File: config.mk
export PLATFORM = sky130hd
export DESIGN_NAME = psev_alu
export DESIGN_NICKNAME = d
export VERILOG_FILES = /design/src/psev_pkg.sv /design/src/psev_alu.sv
export SDC_FILE = /design/constraint.sdc
export NUM_CORES = 2
export LEC_CHECK = 0
export BUFFER_PORTS_ARGS = -buffer_cell sky130_fd_sc_hd__clkbuf_2
export CAP_MARGIN = 20
export CORE_UTILIZATION = 65
export DETAILED_ROUTE_END_ITERATION = 8
export PLACE_DENSITY = 0.91
export SLEW_MARGIN = 20
export SYNTH_ARGS = -nofsm -noshare
export SYNTH_HDL_FRONTEND = slang
export SYNTH_SLANG_ARGS = --single-unit
File: constraint.sdc
create_clock -name clk_i -period 12.3 [get_ports clk_i]
set_clock_uncertainty 0.05 [all_clocks]
set_input_delay 1.845 -clock clk_i [delete_from_list [all_inputs] [get_ports clk_i]]
set_output_delay 1.845 -clock clk_i [all_outputs]
set_load 0.005 [all_outputs]
File: src/psev_pkg.sv
// Shared types, codes and constants of the postfix stack evaluator.
package psev_pkg;

  localparam int unsigned STACK_DEPTH_DEF = 16;
  localparam int unsigned DATA_W          = 64;
  localparam int unsigned TOKEN_W         = 32;
  localparam int unsigned HALF_W          = DATA_W / 2;

  localparam logic [TOKEN_W-1:0] TOK_PUSH_X   = 32'd14;
  localparam logic [TOKEN_W-1:0] TOK_LIT_BASE = 32'd15;

  typedef enum logic [3:0] {
    OP_ADD = 4'd0,
    OP_SUB = 4'd1,
    OP_MUL = 4'd2,
    OP_DIV = 4'd3,
    OP_REM = 4'd4,
    OP_EQ  = 4'd5,
    OP_NE  = 4'd6,
    OP_LT  = 4'd7,
    OP_GT  = 4'd8,
    OP_LE  = 4'd9,
    OP_GE  = 4'd10,
    OP_AND = 4'd11,
    OP_OR  = 4'd12,
    OP_XOR = 4'd13
  } op_e;

  localparam logic [1:0] STATUS_OK        = 2'd0;
  localparam logic [1:0] STATUS_UNDERFLOW = 2'd1;
  localparam logic [1:0] STATUS_DIV_ZERO  = 2'd2;
  localparam logic [1:0] STATUS_OVERFLOW  = 2'd3;

  typedef struct packed {
    logic shift_in;
    logic shift_out;
  } cell_ctrl_t;

endpackage

File: src/psev_alu.sv
// Multi-cycle unit: 64-bit multiply on one 32x32 multiplier, iterative signed divide/remainder.
module psev_alu (
  input  logic                          clk_i,
  input  logic                          rst_ni,
  input  logic                          start_i,
  input  psev_pkg::op_e                 op_i,
  input  logic [psev_pkg::DATA_W-1:0]   a_i,
  input  logic [psev_pkg::DATA_W-1:0]   b_i,
  output logic                          done_o,
  output logic [psev_pkg::DATA_W-1:0]   result_o
);

  localparam int unsigned DW = psev_pkg::DATA_W;
  localparam int unsigned HW = psev_pkg::HALF_W;

  typedef enum logic [3:0] {
    A_IDLE = 4'b0001,
    A_MUL  = 4'b0010,
    A_DIV  = 4'b0100,
    A_DONE = 4'b1000
  } alu_state_e;

  alu_state_e          state_q, state_d;
  logic [5:0]          cnt_q, cnt_d;
  psev_pkg::op_e       op_q;
  logic [DW-1:0]       a_q, b_q;
  logic [DW-1:0]       prod_q, acc_q;
  logic [DW-1:0]       rem_q, quo_q, ub_q;
  logic                neg_quo_q, neg_rem_q;
  logic [HW-1:0]       mul_x, mul_y;
  logic [DW:0]         trial, diff;
  logic                a_neg, b_neg;

  assign a_neg = a_i[DW-1];
  assign b_neg = b_i[DW-1];

  always_comb begin
    case (cnt_q[1:0])
      2'd0:    begin mul_x = a_q[HW-1:0];  mul_y = b_q[HW-1:0];  end
      2'd1:    begin mul_x = a_q[DW-1:HW]; mul_y = b_q[HW-1:0];  end
      2'd2:    begin mul_x = a_q[HW-1:0];  mul_y = b_q[DW-1:HW]; end
      default: begin mul_x = a_q[HW-1:0];  mul_y = b_q[HW-1:0];  end
    endcase
  end

  assign trial = {rem_q, quo_q[DW-1]};
  assign diff  = trial - {1'b0, ub_q};

  always_comb begin
    state_d = state_q;
    cnt_d   = cnt_q;
    case (state_q)
      A_IDLE: begin
        if (start_i) begin
          cnt_d   = '0;
          state_d = (op_i == psev_pkg::OP_MUL) ? A_MUL : A_DIV;
        end
      end
      A_MUL: begin
        cnt_d = cnt_q + 6'd1;
        if (cnt_q[1:0] == 2'd3) begin
          state_d = A_DONE;
        end
      end
      A_DIV: begin
        cnt_d = cnt_q + 6'd1;
        if (cnt_q == 6'd63) begin
          state_d = A_DONE;
        end
      end
      A_DONE: begin
        state_d = A_IDLE;
      end
      default: begin
        state_d = A_IDLE;
      end
    endcase
  end

  always_ff @(posedge clk_i or negedge rst_ni) begin
    if (!rst_ni) begin
      state_q <= A_IDLE;
      cnt_q   <= '0;
    end else begin
      state_q <= state_d;
      cnt_q   <= cnt_d;
    end
  end

  always_ff @(posedge clk_i) begin
    if (state_q == A_IDLE && start_i) begin
      op_q      <= op_i;
      a_q       <= a_i;
      b_q       <= b_i;
      rem_q     <= '0;
      quo_q     <= a_neg ? (DW'(0) - a_i) : a_i;
      ub_q      <= b_neg ? (DW'(0) - b_i) : b_i;
      neg_quo_q <= a_neg ^ b_neg;
      neg_rem_q <= a_neg;
    end
    if (state_q == A_MUL) begin
      prod_q <= mul_x * mul_y;
      case (cnt_q[1:0])
        2'd1:    acc_q <= prod_q;
        2'd2:    acc_q <= acc_q + {prod_q[HW-1:0], {HW{1'b0}}};
        2'd3:    acc_q <= acc_q + {prod_q[HW-1:0], {HW{1'b0}}};
        default: acc_q <= acc_q;
      endcase
    end
    if (state_q == A_DIV) begin
      if (!diff[DW]) begin
        rem_q <= diff[DW-1:0];
        quo_q <= {quo_q[DW-2:0], 1'b1};
      end else begin
        rem_q <= trial[DW-1:0];
        quo_q <= {quo_q[DW-2:0], 1'b0};
      end
    end
  end

  always_comb begin
    case (op_q)
      psev_pkg::OP_MUL: result_o = acc_q;
      psev_pkg::OP_DIV: result_o = neg_quo_q ? (DW'(0) - quo_q) : quo_q;
      psev_pkg::OP_REM: result_o = neg_rem_q ? (DW'(0) - rem_q) : rem_q;
      default:          result_o = acc_q;
    endcase
  end

  assign done_o = (state_q == A_DONE);

endmodule

## Yosys cells after proc, flatten, opt, wreduce, memory -nomap -nowiden

Index checks and enable logic that the tools add are counted.

- Bits in registers: 464
- Input bits: 135
- Output and inout port bits: 65
- Word-level logic and storage cells: 66

- $add $sub $neg: 7
- Multiply operators: 1
- Eq/ne operators: 14
- Multiplexer cells: 21
- Bitwise operators: 1
- Reductions and logical operators: 9

Operators by type and width:

| operator | number |
|---|---|
| two-way mux 64 bit | 8 |
| one-hot mux 64 bit (2 select lines) | 2 |
| subtractor 1 x 64 -> 64 bit (first input constant) | 4 |
| subtractor 65 x 64 -> 65 bit | 1 |
| adder 64 bit | 1 |
| multiplier 32 x 32 -> 64 bit | 1 |
| two-way mux 32 bit | 2 |
| two-way mux 63 bit | 1 |
| == test 4 x 2 -> 1 bit (second input constant) | 3 |
| two-way mux 4 bit | 3 |
| one-hot mux 4 bit (3 select lines) | 1 |
| one-hot mux 6 bit (2 select lines) | 1 |
| == test 4 x 3 -> 1 bit (second input constant) | 2 |
| adder 6 x 1 -> 6 bit (second input constant) | 1 |
| == test 6 bit (second input constant) | 1 |
| two-way mux 6 bit | 1 |
| != test 2 bit (second input constant) | 3 |
| nonzero test 2 bit | 3 |
| == test 2 bit (second input constant) | 2 |
| == test 4 x 1 -> 1 bit (second input constant) | 1 |
| == test 4 bit (second input constant) | 1 |
| AND reduction 2 bit | 2 |
| OR reduction 2 bit | 2 |
| two-way mux 3 bit | 1 |
| 5 further kinds | 5 |

## Logic depth before layout (Yosys ltp)

- Depth after elaboration: 4
- Mapped depth: 36
- Gate-level depth less buffers: 31

## Least setup slack after synthesis

OpenSTA, ideal clock, no wires.

- Path kind: reg2reg
- Start point: register cnt_q[1]
- End point: register prod_q[57], data pin
- Setup time: 260 ps
- Arrival time: 8969 ps
- Required time: 11990 ps
- Slack: 3021 ps
- Stages on the path, launching flop included: 33
- Buffers on the path: 5
- Clock period less this slack: 9279 ps
- Path through: dfrtp_1 inv_1 ha_1 clkbuf_1 buf_1 clkbuf_1 mux2i_1 clkbuf_1 nor2_1 fa_1 inv_1 fa_1 fa_1 fa_1 inv_1 fa_1 fa_1 fa_1 inv_1 fa_1 inv_1 ha_1 clkbuf_1 a21oi_1 o21ai_0 o21a_1 or3_1 o21ai_0 a2111oi_0 o211ai_1 a21oi_1 a31oi_1 xnor2_1

- Longest elaborated chain between the ends: 3
- Elaborated cells between the ends (all ways): 5
- Those cells by class: 1 x mul; 2 x eq/ne; 2 x mux

RTL lines:

| item | line | text |
|---|---|---|
| start: declaration | psev_alu.sv:24 | `logic [5:0] cnt_q, cnt_d;` |
| start signal: assignment | psev_alu.sv:86 | `cnt_q <= cnt_d;` |
| == test 2 x 1 -> 1 bit or == test 2 bit (tied branches) | psev_alu.sv:38 | `case (cnt_q[1:0])` |
| two-way mux 32 bit | psev_alu.sv:38 |  |
| multiplier 32 x 32 -> 64 bit (*) | psev_alu.sv:102 | `prod_q <= mul_x * mul_y;` |
| end signal: assignment | psev_alu.sv:102 |  |
| end: declaration | psev_alu.sv:27 | `logic [DW-1:0] prod_q, acc_q;` |

Every way passes the cells marked *; elsewhere a longest branch is shown, timed or not.
A chain may end at the register's enable or synchronous reset.

## Worst setup path after layout

Same ends and word-level chain as after synthesis.

==> results.txt <==
The category of the most critical setup path was register to register. Of the total synthesized cell area, the portion taken by full adders, half adders and majority gates is 36.9%. Input and output buffers added on the ports amount to 199.

In this run, post-CTS repair resized a total of 0 instances. The detail-routed net length per standard cell came out at 28.9 um. The startpoint type of the worst setup path is a register. Dividing the final minimum period by the clock period gives 86.7%. Flip-flop cell with the highest count after synthesis: edfxtp_1. The tools report the total routed wirelength as 228000 um. The initial utilization of the core area, before any placement, comes to 65.6%. Commonest non-fill, non-tap cell in the layout: inv_1. The tools report the count of hold-fix buffers inserted at cts as 0.

The number of placement rows came out at 112. Length of the first detailed-routing pass in iterations: 9. Once detail routing completed, the nets flagged for antenna violations numbered 0. For the count of vias placed by the detailed router, the log shows 52900.

Summed over all nets, the half-perimeter wirelength after detailed placement is 178000 um. In the final timing run, aggregate negative setup slack is 0 ps. After Yosys synthesis, XOR and XNOR cells account for 5.59% of the synthesized area.

Clock period minus worst slack: 10660 ps. After Yosys synthesis, and, or, nand and nor cells account for 14.3% of the synthesized area. For the max-slew violation count, the log shows 0.

The dominant combinational cell family by area after synthesis was adder cells. The logs give 61100 um^2 for the area of the mapped netlist and 0 for the number of warnings printed during yosys synthesis. Setup violations remaining at the end of the flow were counted as 0. The synthesized netlist devotes 10.2% of its cell area to compound gates. After layout, the worst setup slack is 1640 ps.

The tools report the post-CTS setup buffer count as 0. Die height: 309 um. In the global route stage, overall resource usage came out at 48.5%.

After synthesis, the share of flip-flops with an asynchronous set or reset is 2.16%. Clock tree root buffer cell: clkbuf_16. During I/O placement, the number of pins put on the boundary was 200. In this design, the stage delay of the slowest critical-path cell is 780 ps.

For the pin with the worst max-slew slack, the measured transition is 1180 ps. The net count of the finished layout is 7974. For this run, the register share of the synthesized area comes to 22.6%. Leaving out fill and tap cells, the most frequent cells in the layout are inv_1, fa_1, nor2_1. The uppermost layer routed was met5.

Buffers inserted during clock tree synthesis total 49. The average via count per standard cell was 6.71; the number of buffers on the longest clock path was 3. TritonCTS built the clock tree.

In this run the worst path has a maximum fanout of 45. The checks that failed: design-rule violations. For the worst setup path, the data required time is 12650 ps. The number of levels the H-tree was split into came out at 2. Post-route met1 wirelength: 69700 um. STA classifies the critical path endpoint as a register. In this run, synthesis inferred 452 flip-flops with an integrated enable.

In the detailed route, the total length drawn on met2 is 94600 um. The number of storage elements in the synthesis netlist is 462, and the achievable clock frequency is 0.0938 GHz. The first global-routing pass estimated 334000 um of wire. At the worst endpoint, the arrival time is 11010 ps. For the net count after synthesis, the log shows 7921.

Among the stages of the critical path, the cell type that occurs most often is fa_1. Wire segments on met3 add up to 37100 um in the final route. The tools report the via count of the first global-routing pass as 53500. The total area inside the core boundary comes to 93200 um^2. The type of the most critical hold path is register to register.

Setup repair after global routing left no endpoint under its margin. Synthesized netlist cell count: 6521. The multiplexer fraction of the synthesized cell area was 2.62%. The worst-case register-to-register setup slack is 1640 ps, and the routability-driven placement congestion ratio is 1.11. The chip width works out to 309 um. For the final hold violation count, the log shows 0.

The synthesized area per cell was 9.37 um^2; the max-cap check violation count was 0. The run finished, with violations left. For this block, the initial DRC count from the detailed router was 7952.

The aggregate global routing overflow is 0, and the clock edge transition at the registers on the reported setup and hold paths is 60 ps. For the number of antenna violations at the first check in global routing, the log shows 35. The area growth from synthesis to layout is 6.94%. Of the cells placed in the final design, the portion with a size suffix greater than 1 is 7.97%.

The total DRC errors in the routed layout was 3; the largest net degree at the start of global routing was 81. The worst pin sits at a relative slew slack of 20.0%. The floorplan step defined a die boundary enclosing 95200 um^2.

The tools report the pre-CTS setup slack as 1930 ps. The number of sinks on the clock net was 462. Among all stages on the critical path, the largest delay is contributed by ha_4. The post-synthesis cell type count came out at 75. The run gives 650 ps as the clock latency on the worst-skew pair.
## cells by family (layout without fill, tap and decap cells)
family,Yosys count,after routing
fa+ha+maj,1265,1265
flops,462,462
mux,152,152
xor+xnor,390,390
simple gates,2021,2021
buf+inv,1258,1351
other cells,0,22
compound gates,973,973
## per-layer routing
layer  track usage, %  vias up
met5            0.506        -
met4             43.8       30
met3             20.4     1484
met2             69.5     4683
met1             55.3    25300
li1                 -    21400
## through the flow
step                cell area (um^2)  instances  utilization, %  hold WS [ps]
finish                         65300       7890            70.1           464
global route                   65300       7875            70.1           485
CTS                            65300       7868            70.0           457
detailed placement             63600       7777            68.2           449
global placement               63600       7777            68.2           421
floorplan                      61100       6521               -           405
## sequential cells by signal, indices dropped and copies added, names as in the netlist
register	flops
a_q	64
acc_q	64
b_q	64
cnt_q	6
neg_quo_q	1
op_q	4
prod_q	64
quo_q	64
rem_q	64
state_q	4
ub_q	63
## synthesized netlist by cell type (all sizes together), types with 53 or more instances
master | count | area (um^2)
inv | 964 | 3620
fa | 898 | 18000
nor2 | 794 | 2980
nand2 | 774 | 2910
edfxtp | 452 | 13600
ha | 367 | 4590
o21ai | 269 | 1350
clkbuf | 266 | 998
a21oi | 247 | 1240
xor2 | 205 | 1800
xnor2 | 185 | 1620
o31ai | 91 | 698
mux2i | 90 | 901
a21o | 69 | 518
mux2 | 62 | 698
nor3 | 53 | 265
## path summary, 6_finish.rpt
path,from,endpoint,cells past startpoint
worst min-delay path,state_q[3]$_DFFE_PN0P_,state_q[3]$_DFFE_PN0P_,1
worst max-delay path,cnt_q[1]$_DFFE_PN0P_,prod_q[57]$_DFFE_PP_,28
max in group asynchronous,rst_ni,state_q[0]$_DFFE_PN1P_,1
worst max register to register,cnt_q[1]$_DFFE_PN0P_,prod_q[57]$_DFFE_PP_,28
min in group asynchronous,rst_ni,state_q[1]$_DFFE_PN0P_,1
worst min register to register,state_q[3]$_DFFE_PN0P_,state_q[3]$_DFFE_PN0P_,1
## final cells by class
class | instances | area [um^2]
Antenna cell | 22 | 55.1
Clock buffer | 60 | 1290
Clock inverter | 31 | 398
Fill cell | 6699 | 27900
Inverter | 964 | 3630
Multi-Input combinational cell | 4801 | 42800
Sequential cell | 462 | 13800
Tap cell | 1254 | 1570
Timing Repair Buffer | 296 | 1740
## worst max-delay path, delay by kind of cell, from the launching register on
kind | cells | cell delay, ps
AOI/OAI and AO/OA | 8 | 2420
adders and majority gates | 10 | 5210
buffers and inverters | 6 | 910
and+or+nand+nor | 2 | 220
muxes | 1 | 690
xor gates and xnor gates | 1 | 150
DFF | 1 | 730
Power is not shown: default switching activity piles up to over one toggle a cycle in this logic, so the estimate is an artifact.
