`config.mk`:
```
export PLATFORM = sky130hd
export DESIGN_NAME = psev_cell
export DESIGN_NICKNAME = d
export VERILOG_FILES = /design/src/psev_pkg.sv /design/src/psev_cell.sv
export SDC_FILE = /design/constraint.sdc
export NUM_CORES = 1
export LEC_CHECK = 0
export ABC_AREA = 0
export BUFFER_PORTS_ARGS = -buffer_cell sky130_fd_sc_hd__buf_2
export CAP_MARGIN = 40
export CORE_MARGIN = 1
export CORE_UTILIZATION = 45
export CTS_CLUSTER_DIAMETER = 80
export DETAILED_ROUTE_END_ITERATION = 10
export PLACE_DENSITY = 0.86
export SLEW_MARGIN = 15
export SYNTH_ARGS = -nofsm -noshare
export SYNTH_HDL_FRONTEND = slang
export SYNTH_SLANG_ARGS = --single-unit
```
`constraint.sdc`:
```
create_clock -name clk_i -period 7.55 [get_ports clk_i]
set_clock_uncertainty 0.05 [all_clocks]
set_input_delay 1.1325 -clock clk_i [delete_from_list [all_inputs] [get_ports clk_i]]
set_output_delay 1.1325 -clock clk_i [all_outputs]
set_load 0.01 [all_outputs]
```
`src/psev_pkg.sv`:
```
// Shared types, codes and constants of the postfix stack evaluator.
package psev_pkg;

  localparam int unsigned STACK_DEPTH_DEF = 16;
  localparam int unsigned DATA_W          = 64;
  localparam int unsigned TOKEN_W         = 32;
  localparam int unsigned HALF_W          = DATA_W / 2;

  localparam logic [TOKEN_W-1:0] TOK_PUSH_X   = 32'd14;
  localparam logic [TOKEN_W-1:0] TOK_LIT_BASE = 32'd15;

  typedef enum logic [3:0] {
    OP_ADD = 4'd0,
    OP_SUB = 4'd1,
    OP_MUL = 4'd2,
    OP_DIV = 4'd3,
    OP_REM = 4'd4,
    OP_EQ  = 4'd5,
    OP_NE  = 4'd6,
    OP_LT  = 4'd7,
    OP_GT  = 4'd8,
    OP_LE  = 4'd9,
    OP_GE  = 4'd10,
    OP_AND = 4'd11,
    OP_OR  = 4'd12,
    OP_XOR = 4'd13
  } op_e;

  localparam logic [1:0] STATUS_OK        = 2'd0;
  localparam logic [1:0] STATUS_UNDERFLOW = 2'd1;
  localparam logic [1:0] STATUS_DIV_ZERO  = 2'd2;
  localparam logic [1:0] STATUS_OVERFLOW  = 2'd3;

  typedef struct packed {
    logic shift_in;
    logic shift_out;
  } cell_ctrl_t;

endpackage

```
`src/psev_cell.sv`:
```
// One stack entry of the shift-register stack; top of stack is cell 0.
module psev_cell (
  input  logic                          clk_i,
  input  psev_pkg::cell_ctrl_t          ctrl_i,
  input  logic [psev_pkg::DATA_W-1:0]   from_up_i,
  input  logic [psev_pkg::DATA_W-1:0]   from_dn_i,
  output logic [psev_pkg::DATA_W-1:0]   entry_o
);

  logic [psev_pkg::DATA_W-1:0] entry_q;
  logic [psev_pkg::DATA_W-1:0] entry_d;

  always_comb begin
    entry_d = entry_q;
    if (ctrl_i.shift_in) begin
      entry_d = from_up_i;
    end else if (ctrl_i.shift_out) begin
      entry_d = from_dn_i;
    end
  end

  always_ff @(posedge clk_i) begin
    entry_q <= entry_d;
  end

  assign entry_o = entry_q;

endmodule

```
# After elaboration in Yosys (flattened, before gate mapping)

Cells that the tools add are included.

Register bits after elaboration: 64
Logic and storage cells: 4
Output and inout port bits: 64
Bits of input ports: 131

Reduce and logical (&&, ||, !) cells: 1
Muxes and demuxes: 2

Operators with widths:

| kind               | count |
|---|---|
| $mux W64           | 2 |
| $reduce_bool A2 Y1 | 1 |

# Longest topological paths before layout

Gate-level depths: netlist (run 1).

Word-level depth: 2
Mapped depth: 3
Depth with buffers taken out: 1

# Worst setup path before layout (run 1)

Ideal clock, no wire load.

Path kind: input-to-reg
Start point: in ctrl_i[1] (netlist bit)
End point: reg entry_q (netlist bit entry_o[0]), enable pin
Data required time: 7.074 ns
Cell stages on the path: 3
Path slack: 4.193 ns
Buffers on the path: 2
Arrival: 2.881 ns
Library setup time: 0.426 ns
Cell sequence: buf_6 > buf_6 > or2_1

Word-level cells in the longest chain between the ends: 1

Ends and longest elaborated chain:

| what                                | line            | RTL |
|---|---|---|
| start, declared                     | psev_cell.sv:4  | `input psev_pkg::cell_ctrl_t ctrl_i,` |
| $reduce_bool A2 Y1 (no source line) | -               |  |
| end signal, assigned                | psev_cell.sv:23 | `entry_q <= entry_d;` |
| end, declared                       | psev_cell.sv:10 | `logic [psev_pkg::DATA_W-1:0] entry_q;` |

No other way between the ends.
A chain may end at the register's enable or synchronous reset.

# Worst setup path in the final report (run 1)

Start point: in ctrl_i[1] (netlist bit)
End point: reg entry_q (netlist bit entry_o[62]) (data pin)

Word-level cells in the longest chain between the ends: 1

Ends and longest elaborated chain:

| what                  | line            | RTL |
|---|---|---|
| $mux W64              | psev_cell.sv:15 | `if (ctrl_i.shift_in) begin` |
| net entry_d (one bit) | psev_cell.sv:11 | `logic [psev_pkg::DATA_W-1:0] entry_d;` |

The timed path passes the listed nets, and every way through them passes these cells.

==> results.sh, run 1 <==
export IMPL_start_util=0.4794
export IMPL_via_per_inst=4.706
export IMPL_cts_sinks=64
export IMPL_cp_arrival_ns=2.56
export IMPL_overflow=0
export IMPL_core_um2=6061
export IMPL_synth_cell_types=6
export IMPL_worst_pin_slew_ns=0.7659
export IMPL_cts_resized=0
export IMPL_largest_register_ff_count=64
export IMPL_die_w_um=82.35
export IMPL_root_buffer="clkbuf_8"
export IMPL_routedWlPerCell_um=15.04
export IMPL_num_vias=1953
export IMPL_hold_buffers=0
export IMPL_fmaxAchievable_ghz=0.3931
export IMPL_final_area_um2=4090
export IMPL_antenna_cells=0
export IMPL_synthMuxAreaShare=0.3114
export IMPL_synth_top_family_by_area="multiplexers"
export IMPL_syn_area_per_cell_um2=21.36
export IMPL_place_area_um2=3915
export IMPL_hold_violations=0
export IMPL_synth_fa_ha_area_frac=0
export IMPL_drive_above_1_share=0.8029
export IMPL_finalWirelength_mm=6.243
export IMPL_setup_viol=0
export IMPL_synth_main_ff_cell="edfxtp_1"
export IMPL_clk_pin_slew_ns=0.07
export IMPL_ant_nets=0
export IMPL_synth_simple_area_share=0.002153
export IMPL_synthXorXnorAreaFrac=0
export IMPL_synth_most_common_cell="edfxtp_1"
export IMPL_cts_setup_buffers=0
export IMPL_io_pins=195
export IMPL_rows=28
export IMPL_worstPathRequired_ns=7.57
export IMPL_grt_max_degree=63
export IMPL_async_flop_share=0
export IMPL_place_detailed_hpwl_mm=4.816
export IMPL_synth_compound_area_frac=0
export IMPL_grt_pass1_vias=1917
export IMPL_dr_first_iter_drc_count=91
export IMPL_cap_violations=0
export IMPL_slew_headroom=0.4894
export IMPL_nets=467
export IMPL_portBuffers=194
export IMPL_crit_path_max_fanout=35
export IMPL_synth_fp_nets=267
export IMPL_yosysTopAreaCell="edfxtp_1"
export IMPL_maxSlewViolCount=0
export IMPL_synth_common_cells="edfxtp_1, mux2_4, mux2_2"
export IMPL_tns_ns=0
export IMPL_ir_drop_mv=0.1555
export IMPL_clk_path_buf_depth=2
export IMPL_synthesis_area_um2=2905
export IMPL_grtUsageTotal=0.1868
export IMPL_ys_top_cells_by_area="edfxtp_1, mux2_4, mux2_2, buf_6, or2_1"
export IMPL_area_growth_syn_to_layout_pct=40.78
export IMPL_dr_pass1_iters=3
export IMPL_worst_setup_path_type="input port to register"
export IMPL_antenna_found_initial=0
export IMPL_fin_crit_sh=0.3369
export IMPL_p_per_area_nw_per_um2=210.5
export IMPL_hold_path_class="input port to register"
export IMPL_ys_seq_area_frac=0.6615
export IMPL_grt_pass1_wl_mm=8.742
export IMPL_cp_end_kind="register"
export IMPL_synth_seq_cells=64
export IMPL_ctsHtreeMaxLevel=3
export IMPL_synth_edf_count=64
export IMPL_cts_made_buffers=9
export IMPL_yosys_warnings=0
export IMPL_period_needed_ns=2.544
export IMPL_rsz0062_at_grt="false"
export IMPL_route_detailed_drc=0
export IMPL_status="complete, no violations"
export IMPL_chipHeight_um=82.35
export IMPL_multi_input_area_um2=910.9
export IMPL_die_area_um2=6782
export IMPL_n_fill_cell=447
export IMPL_cts_tree="built"
export IMPL_gp_congestion=0.8031
export IMPL_startpoint_type="input port"
export IMPL_post_synth_inst_count=136
export IMPL_power_leakage_nw=1.980
export IMPL_ff_latch_area_um2=1922
export IMPL_netlist_area_leader_share=0.6615
logic make-up after synthesis:
group         after synthesis
mux                        64
flops                      64
buf+inv                     7
simple gates                1
per-layer routing:
metal	vias up	track usage	part of all wire
li1	932	-	-
met1	882	0.1831	0.34
met2	125	0.3314	0.53
met3	14	0.07253	0.11
met4	0	0.1105	0.025
met5	-	0	0
critical path: stages:
cell and delay (ns):
buf_4 0.40, buf_4 0.59, mux2_2 0.40
per-stage QoR:
stage          hold WS, ns  instances    util  setup slack [ns]  power [mW]
3_5_place_dp         1.386        400  0.6460             4.657      0.6075
2_1_floorplan        1.300        136       -             4.193      0.5322
5_1_grt              1.044        415  0.6749             4.923      0.8971
3_3_place_gp         1.382        400  0.6460             4.730      0.6025
6_report             1.061        415  0.6749             5.006      0.8610
4_1_cts              1.042        415  0.6749             5.007      0.8703
report_power, final:
group / total, mW / switching, mW / internal, mW / leakage (nW)
Combinational: 0.152 / 0.0666 / 0.0853 / 1.24
Sequential: 0.446 / 0.00950 / 0.437 / 0.652
Clock: 0.263 / 0.117 / 0.146 / 0.0914
cell usage in the layout (no fill, tap or decap), drive strengths merged:
| cell | instances |
|---|---|
| mux2 | 64 |
| or2 | 1 |
| bufinv | 1 |
| buf | 196 |
| clkinv | 5 |
| clkbuf | 9 |
| edfxtp | 64 |
worst paths after layout:
check / startpoint / endpoint / slack (ns) / cells past startpoint
setup / recovery: ctrl_i[1] / entry_o[62] / 5.01 / 3
hold / removal: from_dn_i[54] / entry_o[54] / 1.06 / 2
area by class of cell:
| cell class | instances | area share |
|---|---|---|
| tap | 75 | 0.02294 |
| timing repair buffer | 196 | 0.2417 |
| sequential | 64 | 0.4699 |
| multi-input combinational | 65 | 0.2227 |
| clock inverter | 6 | 0.01254 |
| clock buffer | 9 | 0.03028 |
No activity file was read; power rests on OpenSTA's default activity.
==> run 2, diff against run 1 <==
- CORE_UTILIZATION: 45 -> 42
- PLACE_DENSITY: 0.86 -> 0.81
- clock period: 7.55 -> 2.5 ns (I/O delays scaled with it)
==> run 2 against run 1 <==
Against the previous run:
- setup slack got worse by 4.0 ns
- cell count increased by 0.96%
- clock-buffer cell count increased by 2
- critical endpoint is now entry_o[1]
- highest routed layer unchanged
==> results.sh, run 2 (synthesis gave the netlist of run 1 again) <==
export IMPL_worst_pin_slew_ns=0.4801
export IMPL_clock_power_share=0.311
export IMPL_n_fill_cell=482
export IMPL_cts_sinks=64
export IMPL_drive_above_1_share=0.8012
export IMPL_die_w_um=85.17
export IMPL_grt_busiest_layer="met2"
export IMPL_p_seq_frac=0.512
export IMPL_cp_arrival_ns=1.50
export IMPL_nets=468
export IMPL_p_sw_frac=0.2272
export IMPL_maxSlewViolCount=0
export IMPL_power_leakage_nw=1.990
export IMPL_rsz0062_at_grt="false"
export IMPL_ctsHtreeMaxLevel=3
export IMPL_switchingPower_mw=0.5965
export IMPL_gr_usage_met2=0.3087
export IMPL_p_per_area_nw_per_um2=637.8
export IMPL_ant_nets=0
export IMPL_cts_tree="built"
export IMPL_clk_path_buf_depth=2
export IMPL_antenna_found_initial=0
export IMPL_hold_path_class="input port to register"
export IMPL_worst_setup_path_type="input port to register"
export IMPL_mostFrequentLayoutCell="buf_2"
export IMPL_antenna_cells=0
export IMPL_status="complete, no violations"
export IMPL_hold_buffers=0
export IMPL_final_cell_mix="buf_2, edfxtp_1, mux2_4"
export IMPL_worstPathRequired_ns=2.53
export IMPL_gr_usage_met3=0.07782
export IMPL_root_buffer="clkbuf_8"
export IMPL_chipHeight_um=85.17
export IMPL_largest_register_ff_count=64
export IMPL_final_core_util=0.6338
export IMPL_place_detailed_hpwl_mm=4.883
export IMPL_combPwrFrac=0.176
export IMPL_finalWirelength_mm=6.302
export IMPL_startpoint_type="input port"
export IMPL_dr_pass1_iters=3
export IMPL_setup_viol=0
export IMPL_route_detailed_drc=0
export IMPL_grtUsageTotal=0.1768
export IMPL_fmaxAchievable_ghz=0.6808
export IMPL_io_pins=195
export IMPL_ir_drop_mv=0.3239
export IMPL_rows=29
export IMPL_period_needed_ns=1.469
export IMPL_routedWlPerCell_um=15.04
export IMPL_cts_made_buffers=9
export IMPL_gp_congestion=0.7148
export IMPL_via_per_inst=4.687
export IMPL_dr_first_iter_drc_count=35
export IMPL_grt_max_degree=39
export IMPL_grt_pass1_wl_mm=9.370
export IMPL_tns_ns=0
export IMPL_core_um2=6495
export IMPL_num_vias=1964
export IMPL_hold_violations=0
export IMPL_die_area_um2=7254
export IMPL_grt_pass1_vias=2010
export IMPL_crit_path_max_fanout=38
export IMPL_fin_crit_sh=0.5875
export IMPL_cts_setup_buffers=0
export IMPL_intPower_mw=2.029
export IMPL_overflow=0
export IMPL_portBuffers=194
export IMPL_start_util=0.4473
export IMPL_area_growth_syn_to_layout_pct=41.69
export IMPL_slew_headroom=0.6799
export IMPL_use_met1=0.1792
export IMPL_clk_pin_slew_ns=0.07
export IMPL_cp_end_kind="register"
export IMPL_cap_violations=0
export IMPL_cts_resized=0
==> run 2: cell count changes in the layout (fill, tap and decap cells not counted), sizes merged <==
| cell | before | now |
|---|---|---|
| clkbuf | 9 | 11 |
| clkinv | 5 | 4 |
| buf | 196 | 197 |
==> run 2: through the flow <==
step	cell area, µm²	power [mW]	cells	worst slack [ns]	hold slack [ns]
2_1_floorplan	2905	1.606	136	0.5335	0.5425
3_3_place_gp	3938	1.825	403	0.7240	0.6247
3_5_place_dp	3938	1.838	403	0.6826	0.6281
4_1_cts	4116	2.653	419	1.031	0.2712
5_1_grt	4116	2.736	419	0.9830	0.2581
6_report	4116	2.625	419	1.031	0.2848
==> run 2: power by group through the flow <==
stage	Clock, mW	Combinational [mW]	Sequential (mW)
6_report	0.818	0.463	1.35
5_1_grt	0.885	0.496	1.36
4_1_cts	0.836	0.470	1.35
3_5_place_dp	0	0.469	1.37
3_3_place_gp	0	0.458	1.37
2_1_floorplan	0	0.167	1.44
==> run 2: final cells by class <==
type	instances	area, µm²	area share
clock inverter	5	47.55	0.01155
sequential	64	1922	0.4669
multi-input combinational	65	910.9	0.2213
tap	77	96.34	0.02340
clock buffer	11	131.4	0.03191
timing repair buffer	197	1008	0.2450
==> run 2: worst paths after layout <==
kind | start | endpoint | cells past startpoint
max | ctrl_i[1] | entry_o[1] | 3
min | from_dn_i[19] | entry_o[19] | 2
==> run 2: per-layer routing <==
| metal | vias to the layer above | part of all wire |
|---|---|---|
| li1 | 940 | - |
| met1 | 882 | 0.36 |
| met2 | 130 | 0.51 |
| met3 | 12 | 0.11 |
| met4 | 0 | 0.023 |
| met5 | - | 0 |
==> run 2: worst max-delay path, stage by stage <==
cell and delay, ns:
buf_4 0.37, buf_12 0.32, mux2_2 0.37
==> run 3, diff against run 2 <==
- clock period: 2.5 -> 1.5 ns (I/O delays scaled with it)
==> run 3 against run 2 <==
Against the previous run:
- sequential power up 66%
- highest routed layer unchanged
- sequential cell count is the same
- critical path type is now register to output pin
- clock-buffer cell count is 2 lower
- largest cell class unchanged
==> results.sh, run 3 (synthesis gave the netlist of run 1 again) <==
export IMPL_status="complete, no violations"
export IMPL_ir_drop_mv=0.5797
export IMPL_grt_pass1_wl_mm=9.356
export IMPL_core_um2=6495
export IMPL_via_per_inst=4.699
export IMPL_crit_path_max_fanout=1
export IMPL_cp_arrival_ns=0.85
export IMPL_period_needed_ns=1.127
export IMPL_cp_cell_sequence="buf_2"
export IMPL_routedWlPerCell_um=14.65
export IMPL_gr_usage_met2=0.2977
export IMPL_final_area_um2=4153
export IMPL_use_met1=0.1961
export IMPL_grt_max_degree=65
export IMPL_die_w_um=85.17
export IMPL_hold_violations=0
export IMPL_cp_end_kind="output pin"
export IMPL_worst_pin_slew_ns=0.3541
export IMPL_place_area_um2=4003
export IMPL_fmaxAchievable_ghz=0.8875
export IMPL_worst_path_buf_inv=1
export IMPL_portBuffers=194
export IMPL_cts_sinks=64
export IMPL_startpoint_type="register"
export IMPL_dr_pass1_iters=4
export IMPL_ant_nets=0
export IMPL_hold_path_class="input port to register"
export IMPL_worst_setup_path_type="register to output pin"
export IMPL_io_pins=195
export IMPL_root_buffer="clkbuf_8"
export IMPL_worstPathRequired_ns=1.22
export IMPL_tns_ns=0
export IMPL_grt_pass1_vias=2027
export IMPL_fin_crit_sh=0.7512
export IMPL_clk_pin_slew_ns=0.07
export IMPL_largest_register_ff_count=64
export IMPL_rows=29
export IMPL_start_util=0.4473
export IMPL_gp_congestion=0.7494
export IMPL_num_vias=1983
export IMPL_overflow=0
export IMPL_drive_above_1_share=0.8116
export IMPL_setup_viol=0
export IMPL_die_area_um2=7254
export IMPL_cts_setup_buffers=0
export IMPL_place_detailed_hpwl_mm=4.696
export IMPL_clk_path_buf_depth=2
export IMPL_slew_headroom=0.7640
export IMPL_path_delay_family="flip-flops"
export IMPL_final_cell_mix="buf_2, edfxtp_1, mux2_4"
export IMPL_power_leakage_nw=2.012
export IMPL_chipHeight_um=85.17
export IMPL_cts_resized=0
export IMPL_critPathMaxStageDelay_ns=0.38
export IMPL_dr_first_iter_drc_count=58
export IMPL_route_detailed_drc=0
export IMPL_mostFrequentLayoutCell="buf_2"
export IMPL_maxSlewViolCount=0
export IMPL_finalWirelength_mm=6.183
export IMPL_antenna_cells=0
export IMPL_cap_violations=0
export IMPL_hold_buffers=0
export IMPL_grt_busiest_layer="met2"
export IMPL_nets=473
export IMPL_grtUsageTotal=0.1749
export IMPL_p_per_area_nw_per_um2=1009
export IMPL_gr_usage_met3=0.06615
export IMPL_cts_tree="built"
export IMPL_worstHoldStart="from_up_i[57]"
export IMPL_hold_end="entry_o[57]"
export IMPL_rsz0062_at_grt="false"
export IMPL_ctsHtreeMaxLevel=3
export IMPL_cts_made_buffers=9
export IMPL_antenna_found_initial=0
export IMPL_slowest_stage="edfxtp_1"
export IMPL_hold_depth=2
export IMPL_area_growth_syn_to_layout_pct=42.94
run 3: cell count changes in the layout (fill, tap and decap cells not counted):
cell | previous run | this run
buf_12 | 1 | 3
bufinv_16 | 1 | 0
buf_4 | 3 | 6
clkinvlp_4 | 0 | 1
clkinv_2 | 2 | 3
clkbuf_1 | 2 | 0
or2_2 | 1 | 0
clkinv_1 | 2 | 1
or2_4 | 0 | 1
run 3: worst max path at each step:
stage | end | from | cells after the start | slack [ns]
3_5_place_dp | entry_o[28] | ctrl_i[1] | 3 | 0.11
6_report | entry_o[49] | entry_o[49] | 1 | 0.37
2_1_floorplan | entry_o[0] | ctrl_i[1] | 3 | 0.01
5_1_grt | entry_o[7] | entry_o[7] | 1 | 0.32
3_3_place_gp | entry_o[1] | ctrl_i[1] | 3 | 0.11
4_1_cts | entry_o[34] | entry_o[34] | 1 | 0.34
run 3: power breakdown:
| group | switching (mW) | total [mW] | internal (mW) |
|---|---|---|---|
| logic | 0.337 | 0.787 | 0.450 |
| clock network | 0.599 | 1.16 | 0.565 |
| registers | 0.0445 | 2.24 | 2.20 |
| total | 0.981 | 4.19 | 3.21 |
run 3: layout make-up:
cell class                 instances  area [µm²]
clock buffer                       9       123.9
fill                             492        2342
sequential                        64        1922
timing repair buffer             202        1071
multi-input combinational         65       913.4
tap                               77       96.34
clock inverter                     5       26.28
run 3: per-stage QoR:
| stage | worst slack [ns] | util | instances | hold WS [ns] | total power, mW |
|---|---|---|---|---|---|
| floorplan | 0.01351 | - | 136 | 0.3925 | 2.678 |
| global placement | 0.1148 | 0.6163 | 408 | 0.4752 | 3.054 |
| detailed placement | 0.1064 | 0.6163 | 408 | 0.4781 | 3.077 |
| CTS | 0.3432 | 0.6394 | 422 | 0.1264 | 4.259 |
| global route | 0.3211 | 0.6394 | 422 | 0.1231 | 4.397 |
| finish | 0.3732 | 0.6394 | 422 | 0.1446 | 4.191 |
run 3: routing by layer:
metal  vias up  share of wire
met2       135           0.50
li1        944              -
met1       898           0.38
met5         -              0
met4         0          0.012
met3         6           0.11
